File: src/design/dwrp_pkg.sv
// Shared types and constants for the draw-without-replacement pool.
package dwrp_pkg;

    localparam int PoolSize = 90;
    localparam int EntryW = 7;
    localparam int AddrW = 7;

    localparam logic [7:0] EmptyMark = 8'd255;

    typedef enum logic [1:0] {
        CMD_PICK  = 2'd0,
        CMD_ADD   = 2'd1,
        CMD_UNDO  = 2'd2,
        CMD_RESET = 2'd3
    } cmd_t;

    typedef enum logic [1:0] {
        ST_OK    = 2'd0,
        ST_DRAWN = 2'd1,
        ST_EMPTY = 2'd2,
        ST_RANGE = 2'd3
    } status_t;

    typedef enum logic [3:0] {
        S_INIT,
        S_IDLE,
        S_PICK_RD,
        S_PICK_WAIT,
        S_PICK_LAST,
        S_PICK_WR,
        S_SEARCH,
        S_SHIFT_RD,
        S_SHIFT_WR,
        S_UNDO_RD,
        S_UNDO_WR,
        S_DONE
    } state_t;

    // Commands from the controller to the datapath.
    typedef struct packed {
        logic           load_item;   // capture the input beat
        logic           mul_idx;     // compute pick index
        logic           pool_rd;     // read pool at addr
        logic           stack_rd;    // read stack at addr
        logic           pool_wr;
        logic           stack_wr;
        logic [1:0]     wsel;        // 0 fill value, 1 pool read, 2 stack read, 3 number
        logic [AddrW-1:0] addr;
        logic           hold_pick;   // latch pool read as picked number
        logic           cnt_pick;
        logic           cnt_add;
        logic           cnt_undo;
        logic           cnt_reset;
        logic           set_found;
        logic           clr_found;
        logic           res_load;
        logic [1:0]     res_kind;    // status code to report
        logic           res_drawn;   // report the picked number
    } cmd_bus_t;

    // Status from the datapath to the controller.
    typedef struct packed {
        cmd_t             cmd;
        logic [7:0]       number;
        logic [AddrW-1:0] pick_idx;
        logic [AddrW-1:0] pool_count;
        logic [AddrW-1:0] stack_count;
        logic [EntryW-1:0] pool_q;
        logic [EntryW-1:0] stack_q;
        logic             found;
    } stat_bus_t;

endpackage

File: src/design/dwrp_datapath.sv
// Datapath: pool and stack memories, counters, index multiplier, result register.
module dwrp_datapath (
    input  logic                aclk,
    input  logic                aresetn,
    input  logic [41:0]         item,
    input  dwrp_pkg::cmd_bus_t  c,
    output dwrp_pkg::stat_bus_t st,
    output logic [23:0]         result
);
    import dwrp_pkg::*;

    logic [EntryW-1:0] pool_mem [PoolSize];
    logic [EntryW-1:0] stack_mem [PoolSize];
    logic [EntryW-1:0] pool_q_reg, stack_q_reg, pick_reg;
    logic [1:0]        cmd_reg;
    logic [7:0]        num_reg;
    logic [31:0]       rnd_reg;
    logic [AddrW-1:0]  idx_reg;
    logic [AddrW-1:0]  pcnt_reg, scnt_reg;
    logic              found_reg;
    logic [23:0]       result_reg;
    logic [EntryW-1:0] wdata;
    logic [38:0]       prod;

    assign prod = rnd_reg * pcnt_reg;

    always_comb begin
        case (c.wsel)
            2'd0: wdata = c.addr + 1'b1;
            2'd1: wdata = pool_q_reg;
            2'd2: wdata = stack_q_reg;
            default: wdata = num_reg[EntryW-1:0];
        endcase
    end

    always_ff @(posedge aclk) begin
        if (c.pool_wr) pool_mem[c.addr] <= wdata;
        if (c.stack_wr) stack_mem[c.addr] <= wdata;
        if (c.pool_rd) pool_q_reg <= pool_mem[c.addr];
        if (c.stack_rd) stack_q_reg <= stack_mem[c.addr];
    end

    always_ff @(posedge aclk) begin
        if (c.load_item) begin
            cmd_reg <= item[1:0];
            num_reg <= item[9:2];
            rnd_reg <= item[41:10];
        end
        if (c.mul_idx) idx_reg <= prod[38:32];
        if (c.hold_pick) pick_reg <= pool_q_reg;
    end

    always_ff @(posedge aclk) begin
        if (!aresetn) begin
            pcnt_reg <= AddrW'(PoolSize);
            scnt_reg <= '0;
            found_reg <= 1'b0;
            result_reg <= '0;
        end else begin
            if (c.cnt_reset) begin
                pcnt_reg <= AddrW'(PoolSize);
                scnt_reg <= '0;
            end else if (c.cnt_pick || c.cnt_add) begin
                pcnt_reg <= pcnt_reg - 1'b1;
                scnt_reg <= scnt_reg + 1'b1;
            end else if (c.cnt_undo) begin
                pcnt_reg <= pcnt_reg + 1'b1;
                scnt_reg <= scnt_reg - 1'b1;
            end
            if (c.clr_found) found_reg <= 1'b0;
            else if (c.set_found) found_reg <= 1'b1;
            if (c.res_load) begin
                result_reg <= {scnt_reg, pcnt_reg, c.res_kind,
                               c.res_drawn ? {1'b0, pick_reg} :
                               (c.res_kind == ST_EMPTY ? EmptyMark : 8'd0)};
            end
        end
    end

    assign st.cmd = cmd_t'(cmd_reg);
    assign st.number = num_reg;
    assign st.pick_idx = idx_reg;
    assign st.pool_count = pcnt_reg;
    assign st.stack_count = scnt_reg;
    assign st.pool_q = pool_q_reg;
    assign st.stack_q = stack_q_reg;
    assign st.found = found_reg;
    assign result = result_reg;

endmodule

File: src/design/dwrp_ctrl.sv
// Controller state machine sequencing memory sweeps for each command.
module dwrp_ctrl (
    input  logic                aclk,
    input  logic                aresetn,
    input  logic                in_valid,
    output logic                in_ready,
    output logic                out_valid,
    input  logic                out_ready,
    input  dwrp_pkg::stat_bus_t st,
    output dwrp_pkg::cmd_bus_t  c
);
    import dwrp_pkg::*;

    state_t state_reg, state_next;
    logic [AddrW-1:0] i_reg, i_next;
    logic [AddrW-1:0] w_reg, w_next;
    logic out_valid_reg, out_valid_next;
    logic res_load;

    always_ff @(posedge aclk) begin
        if (!aresetn) begin
            state_reg <= S_INIT;
            i_reg <= '0;
            w_reg <= '0;
            out_valid_reg <= 1'b0;
        end else begin
            state_reg <= state_next;
            i_reg <= i_next;
            w_reg <= w_next;
            out_valid_reg <= out_valid_next;
        end
    end

    assign out_valid = out_valid_reg;
    assign in_ready = (state_reg == S_IDLE) && !out_valid_reg;

    always_comb begin
        state_next = state_reg;
        i_next = i_reg;
        w_next = w_reg;
        c = '0;
        res_load = 1'b0;
        unique case (state_reg)
            // Fill the pool with ascending numbers, one entry a cycle.
            S_INIT: begin
                c.addr = i_reg;
                c.pool_wr = 1'b1;
                c.wsel = 2'd0;
                i_next = i_reg + 1'b1;
                if (i_reg == AddrW'(PoolSize - 1)) begin
                    i_next = '0;
                    if (st.cmd == CMD_RESET && out_valid_reg == 1'b0 &&
                        st.stack_count == '0 && st.found) begin
                        state_next = S_DONE;
                    end else begin
                        state_next = S_IDLE;
                    end
                    c.clr_found = 1'b1;
                end
            end
            S_IDLE: begin
                if (in_valid && in_ready) begin
                    c.load_item = 1'b1;
                    c.clr_found = 1'b1;
                    i_next = '0;
                    w_next = '0;
                    state_next = S_PICK_RD;
                end
            end
            // Dispatch happens here, in the cycle after the beat is captured.
            S_PICK_RD: begin
                unique case (st.cmd)
                    CMD_PICK: begin
                        if (st.pool_count == '0 || st.stack_count >= AddrW'(PoolSize)) begin
                            c.res_kind = ST_EMPTY;
                            res_load = 1'b1;
                            state_next = S_DONE;
                        end else begin
                            c.mul_idx = 1'b1;
                            state_next = S_PICK_WAIT;
                        end
                    end
                    CMD_ADD: begin
                        if (st.number == 8'd0 || st.number > 8'(PoolSize)) begin
                            c.res_kind = ST_RANGE;
                            res_load = 1'b1;
                            state_next = S_DONE;
                        end else if (st.stack_count == '0) begin
                            state_next = S_SHIFT_RD;
                        end else begin
                            c.stack_rd = 1'b1;
                            c.addr = '0;
                            i_next = AddrW'(1);
                            state_next = S_SEARCH;
                        end
                    end
                    CMD_UNDO: begin
                        if (st.stack_count == '0 || st.pool_count >= AddrW'(PoolSize)) begin
                            c.res_kind = ST_RANGE;
                            res_load = 1'b1;
                            state_next = S_DONE;
                        end else begin
                            c.stack_rd = 1'b1;
                            c.addr = st.stack_count - 1'b1;
                            state_next = S_UNDO_WR;
                        end
                    end
                    CMD_RESET: begin
                        c.cnt_reset = 1'b1;
                        c.set_found = 1'b1;
                        i_next = '0;
                        state_next = S_UNDO_RD;
                    end
                    default: state_next = S_DONE;
                endcase
            end
            S_UNDO_RD: begin
                // Reset refill: counts already restored.
                c.addr = i_reg;
                c.pool_wr = 1'b1;
                c.wsel = 2'd0;
                i_next = i_reg + 1'b1;
                if (i_reg == AddrW'(PoolSize - 1)) begin
                    i_next = '0;
                    res_load = 1'b1;
                    c.res_kind = ST_OK;
                    state_next = S_DONE;
                end
            end
            S_UNDO_WR: begin
                c.addr = st.pool_count;
                c.wsel = 2'd2;
                c.pool_wr = 1'b1;
                c.cnt_undo = 1'b1;
                state_next = S_PICK_LAST;
            end
            S_PICK_LAST: begin
                // Result after counters have settled.
                res_load = 1'b1;
                c.res_kind = ST_OK;
                c.res_drawn = (st.cmd == CMD_PICK);
                state_next = S_DONE;
            end
            S_PICK_WAIT: begin
                c.pool_rd = 1'b1;
                c.addr = st.pick_idx;
                state_next = S_PICK_WR;
                i_next = '0;
            end
            S_PICK_WR: begin
                if (i_reg == '0) begin
                    c.hold_pick = 1'b1;
                    c.stack_wr = 1'b1;
                    c.addr = st.stack_count;
                    c.wsel = 2'd1;
                    i_next = AddrW'(1);
                end else if (i_reg == AddrW'(1)) begin
                    // Fetch the last pool entry to fill the vacated slot.
                    c.pool_rd = 1'b1;
                    c.addr = st.pool_count - 1'b1;
                    i_next = AddrW'(2);
                end else begin
                    c.pool_wr = 1'b1;
                    c.addr = st.pick_idx;
                    c.wsel = 2'd1;
                    c.cnt_pick = 1'b1;
                    state_next = S_PICK_LAST;
                end
            end
            // Compare stack entries one a cycle against the number.
            S_SEARCH: begin
                if (st.stack_q == st.number[EntryW-1:0]) begin
                    c.res_kind = ST_DRAWN;
                    res_load = 1'b1;
                    state_next = S_DONE;
                end else if (i_reg >= st.stack_count) begin
                    if (st.stack_count >= AddrW'(PoolSize)) begin
                        c.res_kind = ST_RANGE;
                        res_load = 1'b1;
                        state_next = S_DONE;
                    end else begin
                        i_next = '0;
                        state_next = S_SHIFT_RD;
                    end
                end else begin
                    c.stack_rd = 1'b1;
                    c.addr = i_reg;
                    i_next = i_reg + 1'b1;
                end
            end
            // Compact the pool in place, dropping the added number, then push it onto the stack.
            S_SHIFT_RD: begin
                if (i_reg >= st.pool_count) begin
                    c.stack_wr = 1'b1;
                    c.addr = st.stack_count;
                    c.wsel = 2'd3;
                    c.cnt_add = 1'b1;
                    state_next = S_PICK_LAST;
                end else begin
                    c.pool_rd = 1'b1;
                    c.addr = i_reg;
                    i_next = i_reg + 1'b1;
                    state_next = S_SHIFT_WR;
                end
            end
            S_SHIFT_WR: begin
                if (st.pool_q != st.number[EntryW-1:0]) begin
                    c.pool_wr = 1'b1;
                    c.addr = w_reg;
                    c.wsel = 2'd1;
                    w_next = w_reg + 1'b1;
                end
                state_next = S_SHIFT_RD;
            end
            S_DONE: begin
                if (!out_valid_reg) state_next = S_IDLE;
            end
            default: state_next = S_IDLE;
        endcase
        c.res_load = res_load;
    end

    always_comb begin
        out_valid_next = out_valid_reg;
        if (res_load) out_valid_next = 1'b1;
        else if (out_valid_reg && out_ready) out_valid_next = 1'b0;
    end

endmodule

File: src/design/draw_without_replacement_pool_core.sv
// Top level of the draw-without-replacement pool: controller plus datapath.
// The time from an accepted beat to a valid result depends on the command and is set by
// its memory sweeps; a command rejected at dispatch loads its result without a sweep.
// Throughput: one command at a time; the next beat is taken once the result is gone.
// Reset: aresetn (synchronous, active low) clears control, then the pool is filled;
// no beat is accepted while the fill runs.
module draw_without_replacement_pool_core (
    input  logic        aclk,
    input  logic        aresetn,
    input  logic        s_tvalid,
    output logic        s_tready,
    input  logic [47:0] s_tdata,   // command[1:0], number[9:2], random_word[41:10]
    output logic        m_tvalid,
    input  logic        m_tready,
    output logic [23:0] m_tdata    // drawn_number[7:0], status[9:8],
                                   // remaining_count[16:10], drawn_count[23:17]
);
    import dwrp_pkg::*;

    cmd_bus_t  cbus;
    stat_bus_t sbus;

    dwrp_ctrl u_ctrl (
        .aclk(aclk), .aresetn(aresetn),
        .in_valid(s_tvalid), .in_ready(s_tready),
        .out_valid(m_tvalid), .out_ready(m_tready),
        .st(sbus), .c(cbus)
    );

    dwrp_datapath u_dp (
        .aclk(aclk), .aresetn(aresetn),
        .item(s_tdata[41:0]), .c(cbus), .st(sbus), .result(m_tdata)
    );

`ifndef SYNTHESIS
    a_count_sum: assert property (@(posedge aclk) disable iff (!aresetn)
        (sbus.pool_count + sbus.stack_count) == 8'(PoolSize))
        else $error("pool and stack counts do not partition the numbers");
    a_no_accept_busy: assert property (@(posedge aclk) disable iff (!aresetn)
        m_tvalid |-> !s_tready)
        else $error("beat accepted while a result is pending");
    a_empty_mark: assert property (@(posedge aclk) disable iff (!aresetn)
        (m_tvalid && m_tdata[9:8] == ST_EMPTY) |-> m_tdata[7:0] == EmptyMark)
        else $error("empty status without empty mark");
`endif

endmodule
File: config.mk
export PLATFORM = sky130hd
export DESIGN_NAME = draw_without_replacement_pool_core
export DESIGN_NICKNAME = d
export VERILOG_FILES = /design/src/design/dwrp_pkg.sv /design/src/design/dwrp_datapath.sv /design/src/design/dwrp_ctrl.sv /design/src/design/draw_without_replacement_pool_core.sv
export SDC_FILE = /design/constraint.sdc
export NUM_CORES = 2
export LEC_CHECK = 0
export BUFFER_PORTS_ARGS = -buffer_cell sky130_fd_sc_hd__buf_2
export CAP_MARGIN = 15
export CELL_PAD_IN_SITES_DETAIL_PLACEMENT = 1
export CELL_PAD_IN_SITES_GLOBAL_PLACEMENT = 1
export CORE_MARGIN = 3
export CORE_UTILIZATION = 37
export DETAILED_ROUTE_END_ITERATION = 7
export HOLD_SLACK_MARGIN = 0.1
export PLACE_DENSITY = 0.6
export SYNTH_ARGS = -nofsm -noshare
export SYNTH_HDL_FRONTEND = slang
export SYNTH_SLANG_ARGS = --single-unit
File: constraint.sdc
create_clock -name aclk -period 11.5 [get_ports aclk]
set_input_delay 0.575 -clock aclk [delete_from_list [all_inputs] [get_ports aclk]]
set_output_delay 0.575 -clock aclk [all_outputs]
set_load 0.01 [all_outputs]
* Yosys cells after proc, flatten, opt, wreduce, memory -nomap -nowiden
Memories as Yosys holds them, arrays and structs flattened. A register that Yosys moved wholly into a read port is not among the register bits.
Index checks and enable logic that the tools add are counted.
** Storage, ports and cells
- Memories :: 2
- Logic and storage cells :: 198
- Output and inout bits :: 26
- Input port bits :: 52
- Memory bits (writable) :: 1260
- Register bits :: 114
** Memory list
- u_dp.pool_mem :: words 90, width 7, read ports 1, clocked after memory_dff 1, wr ports 1, RTL line dwrp_datapath.sv:12 : logic [EntryW-1:0] pool_mem [PoolSize];
- u_dp.stack_mem :: words 90, width 7, read ports 1, clocked after memory_dff 1, wr ports 1, RTL line dwrp_datapath.sv:13 : logic [EntryW-1:0] stack_mem [PoolSize];
** Operators by class
- Bitwise gates (word level) :: 2
- Equality and inequality tests :: 36
- $mul :: 1
- $add $sub $neg :: 7
- Order comparisons :: 5
- Reduce and logical (&&, ||, !) cells :: 29
- Muxes and demuxes :: 103
** Operators by type and width (number)
- 7-bit 2-to-1 mux :: 21
- 7-bit case mux with 8 select lines :: 1
- 4-bit 2-to-1 mux :: 13
- 7-bit case mux with 7 select lines :: 1
- 4-bit case mux with 12 select lines :: 1
- 32-bit by 7-bit multiplier with 39-bit output :: 1
- 1-bit 2-to-1 mux :: 37
- 7-bit by 1-bit adder with 7-bit output, second input constant :: 5
- 8-bit 2-to-1 mux :: 4
- 7-bit case mux with 2 select lines :: 2
- 7-bit zero test :: 3
- 7-bit case mux with 3 select lines :: 1
- 2-bit 2-to-1 mux :: 9
- 4-bit by 3-bit == test with 1-bit output, second input constant :: 4
- 4-bit == test, second input constant :: 4
- 4-bit case mux with 4 select lines :: 1
- 7-bit greater-or-equal comparator :: 2
- 7-bit greater-or-equal comparator, second input constant :: 2
- 7-bit by 1-bit subtractor with 7-bit output, second input constant :: 2
- 2-bit inequality test, second input constant :: 6
- 3-bit inequality test, second input constant :: 3
- 1-bit case mux with 3 select lines :: 3
- 9-bit AND reduction :: 1
- 2-bit == test, second input constant :: 4
- other kinds (30) :: 52

* Longest topological paths before layout
- Depth in word-level cells :: 8
- Mapped depth :: 24
- Mapped depth without buffers :: 21

* Hierarchy
From an unflattened synthesis, not the netlist that was laid out.
** Unflattened totals
- Cell total of the unflattened synthesis :: 4117
- Area, all modules :: 62796.5 µm²
** By module, submodules not included
- dwrp_datapath :: cells an instance 3713, seq. area each 40719.1 µm², area each 59847.4 µm², instances 1
- dwrp_ctrl :: cells an instance 404, seq. area each 380.4 µm², area each 2949.1 µm², instances 1

* Worst setup path after synthesis
OpenSTA, ideal clock, no wires.
- Path kind :: register -> register
- Start point :: reg u_dp.pcnt_reg[5]
- End point :: mem u_dp.pool_mem[0][6], data pin
- Arrival time :: 9.194 ns
- Library setup time :: 1.170 ns
- Slack :: 1.136 ns
- Path buffers :: 8
- Data required time :: 10.330 ns
- Period minus slack after synthesis :: 10.364 ns
- Cell stages (with the launch flop) :: 25
- Cells stage by stage :: dfxtp_1 clkbuf_1 clkbuf_1 clkbuf_1 inv_1 ha_1 o21ai_0 nor2_1 a211o_1 o21ai_1 o21a_1 buf_2 nor2_8 inv_2 buf_2 buf_6 buf_2 buf_2 ha_1 o21ai_0 nor4_1 xnor2_1 o211ai_1 o21ai_0 a21oi_1
** Between the ends
- Word-level cells in the longest chain between the ends :: 7
- Elaborated cells on any way between the ends :: 17
- Classes of those cells :: add/sub (2); order compare (2); eq/ne (2); mux (9); reduce/logical (2)
** RTL lines
- start: declaration :: RTL line dwrp_datapath.sv:19 : logic [AddrW-1:0] pcnt_reg, scnt_reg;
- start signal: assignment :: RTL line dwrp_datapath.sv:55 : pcnt_reg <= AddrW'(PoolSize);
- start signal: assignment :: RTL line dwrp_datapath.sv:61 : pcnt_reg <= AddrW'(PoolSize);
- start signal: assignment :: RTL line dwrp_datapath.sv:64 : pcnt_reg <= pcnt_reg - 1'b1;
- 7-bit greater-or-equal comparator :: RTL line dwrp_ctrl.sv:98 : if (st.stack_count == '0 || st.pool_count >= AddrW'(PoolSize)) begin
- 1-bit logical OR :: RTL line dwrp_ctrl.sv:98
- 7-bit 2-to-1 mux :: RTL line dwrp_ctrl.sv:98
- 7-bit 2-to-1 mux
- 7-bit case mux with 8 select lines :: RTL line dwrp_ctrl.sv:43 : unique case (state_reg)
- 7-bit by 1-bit adder with 7-bit output :: RTL line dwrp_datapath.sv:29 : 2'd0: wdata = c.addr + 1'b1;
- 7-bit case mux with 3 select lines (*) :: RTL line dwrp_datapath.sv:28 : case (c.wsel)
- net u_dp.wdata[6] :: RTL line dwrp_datapath.sv:22 : logic [EntryW-1:0] wdata;
- end: declaration :: RTL line dwrp_datapath.sv:12
Mark *: on every way through the listed nets, which the timed path passes. The rest lies on a longest branch.

* Final worst setup path
- Start point :: reg u_dp.pcnt_reg[5]
- End point :: mem u_dp.pool_mem[52][4], enable pin
** Between the ends
- Word-level cells in the longest chain between the ends :: 5
- Elaborated cells on any way between the ends :: 10
- Classes of those cells :: add/sub (1); order compare (2); mux (6); reduce/logical (1)
** RTL lines (RTL line)
- 7-bit greater-or-equal comparator :: dwrp_ctrl.sv:98
- 1-bit logical OR :: dwrp_ctrl.sv:98
- 7-bit 2-to-1 mux :: dwrp_ctrl.sv:98
- 7-bit 2-to-1 mux
- 7-bit case mux with 8 select lines (*) :: dwrp_ctrl.sv:43
Every way passes the cells marked *; elsewhere a longest branch is shown, timed or not.

==> impl_results.md <==
* Slack of the critical path at 4.318 ns
* Post-synthesis register bit count at 1388
* CP required at 11.91 ns
* Initial Util at 37.38%
* Die height at 417.9 um
* Cell Pwr Density at 254.6 nW/um^2
* Vias in the first global route at 41750
* Nets@finish at 4985
* Site Rows at 150
* Setup Skew at 0.03249 ns
* Post-Route WL at 194.1 mm
* Clk buf depth at 3
* GP Congestion at 0.8163
* Commonest cells after routing, fill and taps aside: 1330 x edfxtp_1, 458 x nand2_1, 328 x a21oi_1, 283 x nor2_1, 236 x mux2i_1
* Yosys warns at 0
* Cell variety after synth at 97
* Via count at 40190
* Final min period at 7.182 ns
* Largest net degree at the start of global routing at 181
* Gr usage total at 22.11%
* GRT Residual Overflow at 0
* Reg-to-reg endpoint: u_dp.pool_mem[52][4]
* Dpl cell area at 65280 sq um
* CP max FO at 41
* DR pass1 iterations at 6
* Slew Limit Fails at 0
* Post_cts resized at 0
* Final worst-path cycle share at 62.45%
* Worst Path Arrival at 7.59 ns
* Reg2Reg Setup Slack at 4.32 ns
* CORE AREA at 168000 sq um
* R2R Path Start: u_dp.pcnt_reg[5]
* Seq/Total Area, Yosys at 65.46%
* Syn_area_per_cell at 13.53 sq um
* Hold endpoint: u_ctrl.w_reg[1]
* Async set-reset flop share out of synthesis at 0%
* Combinational cell fraction of total power at 36.0%
* Pwr Total at 18.01 mW
* Maxcap violations at 0
* Clk_lat worst skew at 0.82 ns
* # diodes at 0
* Worst Setup End Kind: flip-flop
* # DRC at 0
* Ports at 78
* Switch share at 36.90%
* Total Neg Setup Slack at 0 ns
* Peak Freq at 139.2 MHz
* Hold-fix buffers at CTS at 44
* Slew headroom at 19.96%
* Share of cells above drive strength 1 at 9.562%
* Global-route wire length before repair at 286.8 mm
* Final-report hold violation count at 0
* Initial antenna violation count at 3
* Worst min path class: primary input to flip-flop
* Root buf cell: clkbuf_16
* Post-CTS Setup Bufs at 0
* Hold WS at 0.2532 ns
* CTS tree: built
* Gate Count Post-Synth at 4639
* Area growth syn-to-layout at 12.68%
* Vias/cell at 5.721
* DR iter-0 viols at 3724
* Post-synth EDFFs at 1330
* Sink Count at 1388
* Hold path depth at 4
* Crit path launch type: flip-flop
* Net Sw Power at 6.647 mW
* Design area at 70750 sq um
* Setup slack at placement at 4.426 ns
* Width of the die at 417.9 um
* Cell Int Power at 11.37 mW
* Status: completed
* Leak at 25.49 nW
* Dpl hpwl at 116.6 mm
* Clock power share at 27.4%
* H-tree depth at 4
* Mapped cell area at 62790 sq um
* I/O Buffers at 71
* Syn_nets at 4925
* Reg power frac at 36.6%
* Setup violators final at 0
* RSZ-0062 raised after global routing: false
* Hold Crit Start: s_tvalid
* FF-to-FF path depth at 14
* Most common flop cell mapped by yosys: edfxtp_1
* Worst IR Drop VDD at 157.6 uV
* Routed len/inst at 27.63 um
* Critical path class: flip-flop to flip-flop
* Inserted Clock Buffers at 154
* Commonest non-fill, non-tap cell in the layout: edfxtp_1
* Routed Antenna Nets at 0
* Slew @ Worst Pin at 1.198 ns
* Clock-pin transition on the worst setup and hold timing paths at 0.07 ns
* Die area at 174700 sq um
[synth_stat cells, types with 42 or more instances]
library cell	count	share of area, %
fa_1	148	4.7
mux2i_1	236	3.8
nor3_1	42	0.33
inv_1	158	0.94
dfxtp_1	58	1.8
ha_1	86	1.7
o21ai_0	144	1.1
nand3_1	109	0.87
buf_2	71	0.57
and2_1	182	1.8
clkbuf_1	158	0.94
nor4_1	61	0.61
nand2_1	459	2.7
o22ai_1	121	1.2
nor2_1	290	1.7
a221oi_1	49	0.68
a21oi_1	334	2.7
edfxtp_1	1330	64
[critical path, stage by stage, from the launching register on]
cell and delay, ns:
dfxtp_1 0.84, inv_1 0.13, ha_1 0.34, o21ai_0 0.17, nor2_1 0.10, a211oi_1 0.66
nor2_1 0.28, a211o_2 0.39, buf_4 0.33, nor2_8 0.28, inv_6 0.18, buf_4 0.36
nor2_2 0.73, nand2_1 0.93, nor2_1 0.96
[worst max path at each step]
stage | start | end | slack, ns | cells past startpoint
floorplan | u_dp.pcnt_reg[5] | u_dp.pool_mem[0][6] | 1.14 | 24
global placement | u_dp.pcnt_reg[5] | u_dp.pool_mem[78][3] | 4.37 | 15
detailed placement | u_dp.pcnt_reg[5] | u_dp.pool_mem[52][4] | 4.43 | 14
CTS | u_dp.pcnt_reg[5] | u_dp.pool_mem[52][4] | 4.27 | 14
global route | u_dp.pcnt_reg[5] | u_dp.pool_q_reg[2] | 3.99 | 16
finish | u_dp.pcnt_reg[5] | u_dp.pool_mem[52][4] | 4.32 | 14
[routing by layer]
| layer | track usage (%) | up-vias | share of wire [%] |
|---|---|---|---|
| li1 | - | 17540 | - |
| met1 | 30.81 | 21120 | 44 |
| met2 | 35.78 | 1295 | 47 |
| met3 | 4.197 | 242 | 6.6 |
| met4 | 5.282 | 0 | 2.0 |
| met5 | 0 | - | 0 |
[layout make-up]
class | instances | area, sq um
clock inverter | 98 | 954.7
sequential | 1388 | 41100
fill | 17100 | 97220
inverter | 160 | 605.6
timing repair buffer | 206 | 1602
multi-input combinational | 2789 | 19680
tap | 2204 | 2758
clock buffer | 180 | 4046
[power groups by stage]
stage / sequential (mW) / combinational, mW / clock (mW)
2_1_floorplan: 6.84 / 4.22 / 0
4_1_cts: 6.59 / 6.53 / 5.03
3_3_place_gp: 6.69 / 6.36 / 0
6_report: 6.59 / 6.48 / 4.94
3_5_place_dp: 6.70 / 6.46 / 0
5_1_grt: 6.61 / 7.20 / 5.22
[cells by family (layout without fill, tap and decap cells)]
logic type / after synthesis / in the layout / synth area share (%)
muxes: 262 / 262 / 4.229
adders and majority gates: 234 / 234 / 6.433
DFF: 1388 / 1388 / 65.46
and+or+nand+nor: 1262 / 1262 / 9.470
xor gates and xnor gates: 45 / 45 / 0.6277
buffers and inverters: 462 / 644 / 3.491
AOI/OAI and AO/OA: 986 / 986 / 10.29
[metrics by stage]
step	util, %	cells
2_1_floorplan	-	4639
3_3_place_gp	38.86	6700
3_5_place_dp	38.86	6700
4_1_cts	42.10	7022
5_1_grt	42.12	7025
6_report	42.12	7025
Power figures use the tool's default switching activity.
